[src/ptms_pkg.sv]
package ptms_pkg;

    // Clocking and prescaler of the PWM timer that the block drives
    localparam int unsigned CLOCK_HZ      = 16000000;
    localparam int unsigned PRESCALE_CODE = 4;

    // Melody table geometry
    localparam int unsigned TABLE_DEPTH = 16;
    localparam int unsigned IDX_W       = $clog2(TABLE_DEPTH);
    localparam int unsigned POS_W       = $clog2(TABLE_DEPTH + 1);

    // Field widths of the command and result words
    localparam int unsigned CMD_W   = 3;
    localparam int unsigned SLOT_W  = 4;
    localparam int unsigned MS_W    = 16;
    localparam int unsigned HZ_W    = 16;
    localparam int unsigned VOL_W   = 8;
    localparam int unsigned REP_W   = 8;
    localparam int unsigned PWM_W   = 16;
    localparam int unsigned TICK_W  = 32;

    // Range limits and scale factors
    localparam int unsigned MAX_VOL  = 100;
    localparam int unsigned MAX_HZ   = 20000;
    localparam int unsigned MS_SCALE = 1000;
    localparam int unsigned CMP_STEP = 255;

    // Prescaled divisor: tone_hz times (PRESCALE_CODE + 1), fits in 19 bits
    localparam int unsigned PRE_W = HZ_W + $clog2(PRESCALE_CODE + 2);

    // Shared serial divider
    localparam int unsigned DIV_W     = 32;
    localparam int unsigned DIV_CNT_W = $clog2(DIV_W);

    // Quotient of (reload + 1) / 255 fits in 9 bits
    localparam int unsigned STEP_Q_W = 9;

    typedef enum logic [CMD_W-1:0] {
        CMD_TICK  = 3'd0,
        CMD_TONE  = 3'd1,
        CMD_LOAD  = 3'd2,
        CMD_PLAY  = 3'd3,
        CMD_STOP  = 3'd4
    } cmd_t;

    typedef enum logic [1:0] {
        MODE_IDLE   = 2'd0,
        MODE_TIMED  = 2'd1,
        MODE_MELODY = 2'd2,
        MODE_CONT   = 2'd3
    } mode_t;

    typedef enum logic [3:0] {
        ST_IDLE,
        ST_DECODE,
        ST_MEL_CHK,
        ST_MEL_GAP,
        ST_DEN,
        ST_DIV_CLK,
        ST_RATIO_GO,
        ST_DIV_STEP,
        ST_TICK_GO,
        ST_DIV_TICK,
        ST_APPLY,
        ST_DONE
    } state_t;

    typedef enum logic [1:0] {
        KIND_TONE,
        KIND_NOTE,
        KIND_GAP
    } calc_kind_t;

    typedef struct packed {
        logic [MS_W-1:0]  dur;
        logic [HZ_W-1:0]  hz;
        logic [VOL_W-1:0] vol;
    } entry_t;

    typedef struct packed {
        logic             start;
        logic [DIV_W-1:0] dividend;
        logic [DIV_W-1:0] divisor;
    } div_req_t;

    typedef struct packed {
        logic             done;
        logic [DIV_W-1:0] quotient;
    } div_rsp_t;

endpackage

[src/ptms_div.sv]
// Restoring divider: one quotient bit per cycle, done pulses after DIV_W steps
module ptms_div
    import ptms_pkg::*;
(
    input  logic     clk,
    input  logic     rst_n,
    input  div_req_t req,
    output div_rsp_t rsp
);

    logic [DIV_W-1:0]     quo_reg;
    logic [DIV_W-1:0]     dvs_reg;
    logic [DIV_W-1:0]     rem_reg;
    logic [DIV_CNT_W-1:0] cnt_reg;
    logic                 run_reg;
    logic                 done_reg;

    logic [DIV_W:0]       rem_shift;
    logic                 fits;
    logic [DIV_W:0]       rem_sub;

    // Trial subtract for the current bit
    assign rem_shift = {rem_reg, quo_reg[DIV_W-1]};
    assign fits      = rem_shift >= {1'b0, dvs_reg};
    assign rem_sub   = rem_shift - {1'b0, dvs_reg};

    always_ff @(posedge clk or negedge rst_n)
    begin
        if (!rst_n)
        begin
            quo_reg  <= '0;
            dvs_reg  <= '0;
            rem_reg  <= '0;
            cnt_reg  <= '0;
            run_reg  <= 1'b0;
            done_reg <= 1'b0;
        end
        else if (req.start)
        begin
            quo_reg  <= req.dividend;
            dvs_reg  <= req.divisor;
            rem_reg  <= '0;
            cnt_reg  <= DIV_CNT_W'(DIV_W - 1);
            run_reg  <= 1'b1;
            done_reg <= 1'b0;
        end
        else if (run_reg)
        begin
            // shift in the next dividend bit, keep the quotient bit
            rem_reg  <= fits ? rem_sub[DIV_W-1:0] : rem_shift[DIV_W-1:0];
            quo_reg  <= {quo_reg[DIV_W-2:0], fits};
            cnt_reg  <= cnt_reg - DIV_CNT_W'(1);
            run_reg  <= (cnt_reg != '0);
            done_reg <= (cnt_reg == '0);
        end
        else
        begin
            done_reg <= 1'b0;
        end
    end

    assign rsp.done     = done_reg;
    assign rsp.quotient = quo_reg;

endmodule

[config.mk]
export PLATFORM = sky130hd
export DESIGN_NAME = ptms_div
export DESIGN_NICKNAME = d
export VERILOG_FILES = /design/src/ptms_pkg.sv /design/src/ptms_div.sv
export SDC_FILE = /design/constraint.sdc
export NUM_CORES = 1
export LEC_CHECK = 0
export ABC_AREA = 1
export BUFFER_PORTS_ARGS = -buffer_cell sky130_fd_sc_hd__buf_2
export CAP_MARGIN = 10
export CORE_MARGIN = 3
export CORE_UTILIZATION = 40
export CTS_CLUSTER_SIZE = 20
export DETAILED_ROUTE_END_ITERATION = 6
export HOLD_SLACK_MARGIN = 0.15
export PLACE_DENSITY = 0.55
export SYNTH_ARGS = -nofsm -noshare
export SYNTH_HDL_FRONTEND = slang
export SYNTH_SLANG_ARGS = --single-unit
[constraint.sdc]
create_clock -name clk -period 2.95 [get_ports clk]
set_clock_uncertainty 0.15 [all_clocks]
set_input_delay 0.59 -clock clk [delete_from_list [all_inputs] [get_ports clk]]
set_output_delay 0.59 -clock clk [all_outputs]
set_load 0.02 [all_outputs]
# Yosys cells after proc, flatten, opt, wreduce, memory -nomap -nowiden
# Cells that the tools add are included.
# classes
magnitude_cmp,1
n_reduce_logical,3
mux,11
addsub,2
# op_table
operator,n
32-bit two-way mux,5
33-bit by 32-bit >= comparator with 1-bit output,1
32-bit subtractor,1
5-bit two-way mux,2
5-bit logical NOT,1
5-bit nonzero test,1
"5-bit by 1-bit subtractor with 5-bit output, second input constant",1
1-bit two-way mux,4
2-bit nonzero test,1
# word_totals
input_bits,67
wordCells,23
regBits,103

# Depth between registers and ports, before layout
# Gate-level depths: netlist of the first run.
# depth
word_depth,4
depth_mapped,16
ltp_nobuf,16

# Worst setup path after synthesis of the first run
# OpenSTA, ideal clock, no wires.
# synth_path
path_type,register to register
start,register quo_reg[31]
end,register rem_reg[28]
path_stages_with_launch,16
setup_ns,0.116
slack_ns,0.698
arrival_ns,1.986
n_path_buf,0
period_less_slack_ns,2.252
required_time_ns,2.684
path_cell_list,dfrtp_1 > inv_1 > ha_1 > fa_1 > inv_1 > nand3_1 > nand2_1 > nand2_1 > nand2_1 > nand2_1 > nand2_1 > nand2_1 > nand3_1 > nand3_1 > nand2_1 > nand2_1
# synth_between
elab_chain_len,4
# synth_lines
element,line,source
"start, declared",ptms_div.sv:11,logic [DIV_W-1:0] quo_reg;
"start signal, assigned",ptms_div.sv:40,quo_reg <= req.dividend;
"start signal, assigned",ptms_div.sv:51,"quo_reg <= {quo_reg[DIV_W-2:0], fits};"
32-bit subtractor / 33-bit by 32-bit >= comparator with 1-bit output (equally long branches),"ptms_div.sv:25, ptms_div.sv:24",
32-bit two-way mux *,ptms_div.sv:50,rem_reg <= fits ? rem_sub[DIV_W-1:0] : rem_shift[DIV_W-1:0];
32-bit two-way mux *,ptms_div.sv:47,else if (run_reg)
32-bit two-way mux *,ptms_div.sv:38,else if (req.start)
"end signal, assigned",ptms_div.sv:50,
"end, declared",ptms_div.sv:13,logic [DIV_W-1:0] rem_reg;
# Mark *: on every way between the ends. The rest lies on a longest branch, timed or not. The select of a mux whose other input is x is not followed.
# A chain may end at the register's enable or synchronous reset.

# Worst setup path in the final report of the first run
# layout_path
start,register rem_reg[11]
end,register rem_reg[31]
# layout_between
elab_chain_len,4
# layout_lines
element,line
32-bit subtractor / 33-bit by 32-bit >= comparator with 1-bit output (equally long branches),"ptms_div.sv:25, ptms_div.sv:24"
32-bit two-way mux *,ptms_div.sv:50
32-bit two-way mux *,ptms_div.sv:47
32-bit two-way mux *,ptms_div.sv:38
# Marks and branches as above.

==> results of run 1 <==
==> worst max-delay path by stage <==
stage                     start  slack, ns  depth (start not counted)          end
detailed placement   rem_reg[7]       0.37                         15  rem_reg[31]
global placement     rem_reg[7]       0.40                         15  rem_reg[30]
global route         dvs_reg[8]       0.14                         16  rem_reg[31]
finish              rem_reg[11]       0.39                         13  rem_reg[31]
floorplan           quo_reg[31]       0.70                         15  rem_reg[28]
CTS                  rem_reg[7]       0.35                         15  rem_reg[26]
==> where the power goes <==
part,switching [mW],internal (mW)
Combinational,2.36,1.30
Sequential,0.174,1.67
Clock,0.632,0.611
Total,3.17,3.58
==> cell usage after synthesis, drive strengths merged, types with 2 or more instances <==
master	count
nand3	59
o21ai	36
dfrtp	103
inv	199
nor2	55
xnor2	13
a22oi	2
nand3b	28
a21oi	17
clkbuf	20
and2	6
o211ai	2
ha	34
a21o	2
o221ai	28
nor3	2
buf	11
nand4	10
nand2	442
==> layer usage <==
layer / share of wire / up-vias / global-route usage
li1: - / 3500 / -
met2: 0.45 / 116 / 0.324
met4: 0.016 / 0 / 0.0648
met5: 0 / - / 0
met3: 0.045 / 16 / 0.0345
met1: 0.49 / 2950 / 0.278
==> logic make-up after synthesis <==
logic type                 share of synthesized area
DFF                                            0.359
xor gates and xnor gates                      0.0171
AOI/OAI and AO/OA                             0.0789
and+or+nand+nor                                0.357
adders and majority gates                     0.0620
buffers and inverters                          0.126
==> cell type report <==
cell class                 instances  area, µm²  share of cell area
multi-input combinational        741       3700               0.452
clock inverter                     7       85.1              0.0104
sequential                       103       2580               0.315
tap                              225        282              0.0344
inverter                         200        751              0.0916
timing repair buffer             107        573              0.0699
clock buffer                       9        225              0.0275
==> stage by stage <==
step	worst slack (ns)	hold slack, ns	cell area (µm²)
finish	0.392	0.109	8200
global route	0.145	0.174	8200
CTS	0.346	0.157	8200
detailed placement	0.371	0.337	7890
global placement	0.399	0.316	7890
floorplan	0.698	0.144	7180
==> metrics.cfg, run 1 <==
[drt]
dr.pass1.iters=5
first_iter_violations=353
wl_mm=19.1
ant_nets=0
vias=6582
wl_per_cell_um=13.8
drc=0
vias_per_cell=4.73

[cts]
cts_tree=built
cts_hold_buf=0
clkLatencyLatePin_ns=0.37
path_clk_slew_ns=0.08
clockBufferDepth=2
cts_resized=0
post_cts_buffers=0
clock-sinks=103
cts_buffers=9
htree_levels=3
cts_root_buf=clkbuf_16

[placed_design]
dp_hpwl_mm=14.4
dp.cells=1376
place_congestion=0.947
portBuffers=99

[power_and_ir_drop]
total_power_mw=6.75
peakVddDrop_v=0.000344
power_leakage_nw=4.76
power_density_mw_per_mm2=824

[floorplan]
die_x_um=140
die_area_mm2=0.0196
core_area_mm2=0.0174
start_util=0.412
dieHeight_um=140
rows=48
io_pins=100

[logic_synthesis]
yosysWarnings=0
ys_types=35
synthFlopType=dfrtp_1
synthesis.nets=1177
syn_area_mm2=0.00718
async_flop_share=1.00
synth-seq-cells=103
synth.avg_cell_area_um2=6.68
synth.largest_area_cell=dfrtp_1
synth_top_area_frac=0.359
synth_cells=1075
synthTopCellsByArea=dfrtp_1 (36%), nand2_1 (23%), inv_1 (10%)
ys_seq_area_frac=0.359
synth-edff-count=0

[grt]
antenna_found_initial=0
grtUsageTotal=0.202
grt_pass1_vias=6545
grt-ovfl-total=0
grt_max_degree=104
grt_pass1_wl_mm=32.3

[critical_path]
critPathKind=reg -> reg
max_stage_delay_ns=0.40
path_delay_family=simple AND/OR/NAND/NOR gates
reg2regPathDepth=13
crit_required_ns=3.10
reg2reg_slack_ns=0.39
rr_endpoint=rem_reg[31]
path_cells=ha_1 -> nand2_1 -> nor2_1 -> nand2_1 -> inv_2 -> nand2_2 -> nand2_2 -> nand2_4 -> nand2_8 -> nand2_2 -> nand2_1 -> nand2_1 -> nand2_1
cp_common_cell=nand2_1
arrival_ns=2.71
slowest_stage=dfrtp_1
crit_path_start_kind=flip-flop
critPathBufInv=1
r2r_start=rem_reg[11]
critPathMaxFanout=33
cp-end-kind=flip-flop

[outcome]
status=finished, final reports clean

[timing]
max_freq_mhz=391
setup_tns_ns=0
fin_crit_ns=2.56
rsz0062_at_grt=no
worstMarginPinSlew_ns=0.877
setup_viol=0
finalHoldViolations=0
fin_crit_sh=0.867
slew_viol_final=0
slew_headroom=0.415

[flow_run]
drv_cap=0

[final_layout]
fin_cells=1392
layout-drive-gt1-share=0.128
nNetsFinal=1264
final_common_cell=nand2_1
final_core_util=0.471
diodes=0
syn_to_final_growth_pct=14.1
nFillCells=1866
final_cell_mix=nand2_1 (433), inv_1 (192), dfrtp_1 (103), buf_2 (97), nand3_1 (58)

[min_path]
hp-class=in -> async

(Power assumes the default switching activity.)
==> run 2: changes to the inputs <==
Settings changed: CORE_UTILIZATION 40 to 45, PLACE_DENSITY 0.55 to 0.61.
==> metrics.cfg, run 2 (synthesis results as in run 1) <==
[outcome]
status=finished, final reports clean

[grt]
grt_max_degree=82
grt_pass1_wl_mm=32.2
grtUsageTotal=0.224
antenna_found_initial=0
grt_pass1_vias=6477
grt-ovfl-total=0

[cts]
clock-sinks=103
clkLatencyLatePin_ns=0.37
clockBufferDepth=2
cts_buffers=9
path_clk_slew_ns=0.08
cts_resized=0
htree_levels=3
cts_root_buf=clkbuf_16
post_cts_buffers=0
cts_tree=built

[timing]
slew_viol_final=0
worstMarginPinSlew_ns=0.440
fin_crit_sh=0.839
max_freq_mhz=404
finalHoldViolations=0
rsz0062_at_grt=no
setup_tns_ns=0
setup_viol=0
slew_headroom=0.707
fin_crit_ns=2.48

[flow_run]
drv_cap=0

[placed_design]
place_congestion=0.980
dp_hpwl_mm=14.5
dp.cells=1366
portBuffers=99

[critical_path]
path_cells=ha_1 -> nand2_2 -> inv_1 -> nand2_1 -> nand2_1 -> inv_2 -> nand3_2 -> nand2_2 -> nand2_2 -> nand2_4 -> buf_4 -> nand3_1 -> nand3_1 -> nand2_1
crit_path_start_kind=flip-flop
slowest_stage=dfrtp_1
crit_required_ns=3.05
cp-end-kind=flip-flop
arrival_ns=2.58
critPathMaxFanout=25
r2r_start=rem_reg[7]
crit_end=rem_reg[1]
rr_endpoint=rem_reg[1]
reg2regPathDepth=14
path_delay_family=simple AND/OR/NAND/NOR gates
critPathBufInv=3
path_depth=14
max_stage_delay_ns=0.41
reg2reg_slack_ns=0.47
critPathKind=reg -> reg
critical_path.startpoint=rem_reg[7]

[drt]
vias=6670
wl_per_cell_um=13.7
vias_per_cell=4.82
wl_met3_mm=1.01
wl_mm=18.9
dr.pass1.iters=6
dr_wl_met2_mm=8.60
ant_nets=0
highest_layer=met4
met1_length_mm=9.04
drc=0
first_iter_violations=371

[final_layout]
final_common_cell=nand2_1
nNetsFinal=1269
syn_to_final_growth_pct=14.7
multi_input_area_mm2=0.00370
final_cell_mix=nand2_1 (433), inv_1 (192), dfrtp_1 (103), buf_2 (97), nand3_1 (58)
layout-drive-gt1-share=0.131
fin_cells=1383
nFillCells=1642
register_area_mm2=0.00258
diodes=0

[floorplan]
die_x_um=132
dieHeight_um=132
die_area_mm2=0.0175
start_util=0.466
rows=45
io_pins=100
core_area_mm2=0.0154

[power_and_ir_drop]
power_density_mw_per_mm2=829
peakVddDrop_v=0.000360
power_leakage_nw=4.79

[min_path]
hp-class=in -> reg
hold_depth=3

==> run 2: area by class of cell <==
type / instances / area share
Multi-Input combinational cell: 741 / 0.449
Sequential cell: 103 / 0.313
Inverter: 200 / 0.0911
Timing Repair Buffer: 112 / 0.0759
Tap cell: 211 / 0.0320
Clock buffer: 9 / 0.0273
Clock inverter: 7 / 0.0117
==> run 2: where the power goes <==
| group | leakage [nW] | internal, mW | switching, mW |
|---|---|---|---|
| clock network | 0.155 | 0.687 | 0.623 |
| logic | 3.37 | 1.31 | 2.37 |
| registers | 1.26 | 1.67 | 0.171 |
| total | 4.79 | 3.67 | 3.17 |
==> run 2: worst register-to-register path, stage by stage (launching register included) <==
cell and delay (ns):
dfrtp_1 0.41, ha_1 0.37, nand2_2 0.13, inv_1 0.04
nand2_1 0.05, nand2_1 0.08, inv_2 0.07, nand3_2 0.16
nand2_2 0.12, nand2_2 0.08, nand2_4 0.09, buf_4 0.32
nand3_1 0.13, nand3_1 0.11, nand2_1 0.06
==> run 2: how the worst min path moves through the flow <==
stage	start	endpoint	slack [ns]
after CTS	req[20]	dvs_reg[20]	0.27
final	req[20]	dvs_reg[20]	0.27
after global placement	dvs_reg[0]	dvs_reg[0]	0.32
after global routing	req[60]	quo_reg[28]	0.27
after floorplan	rst_n	cnt_reg[0]	0.14
after detailed placement	dvs_reg[0]	dvs_reg[0]	0.32
==> run 2: metal layers <==
metal,up-vias,GRT usage
met1,3010,0.309
met2,143,0.360
met4,0,0.0572
li1,3499,-
met3,18,0.0477
met5,-,0
==> run 2: what timing repair did <==
| action | in CTS | in global routing |
|---|---|---|
| hold buffers | 1 | 0 |
| endpoints found under the setup margin | 0 | 0 |
| hold endpoints to repair | 25 | 0 |
==> run 2: per-stage QoR <==
step	area [µm²]	setup slack (ns)	hold slack (ns)	power, mW	utilization
floorplan	7180	0.698	0.144	4.66	-
global placement	7910	0.518	0.319	5.51	0.513
finish	8240	0.474	0.273	6.83	0.534
global route	8240	0.255	0.274	7.48	0.534
detailed placement	7910	0.502	0.319	5.52	0.513
CTS	8240	0.494	0.266	6.86	0.534
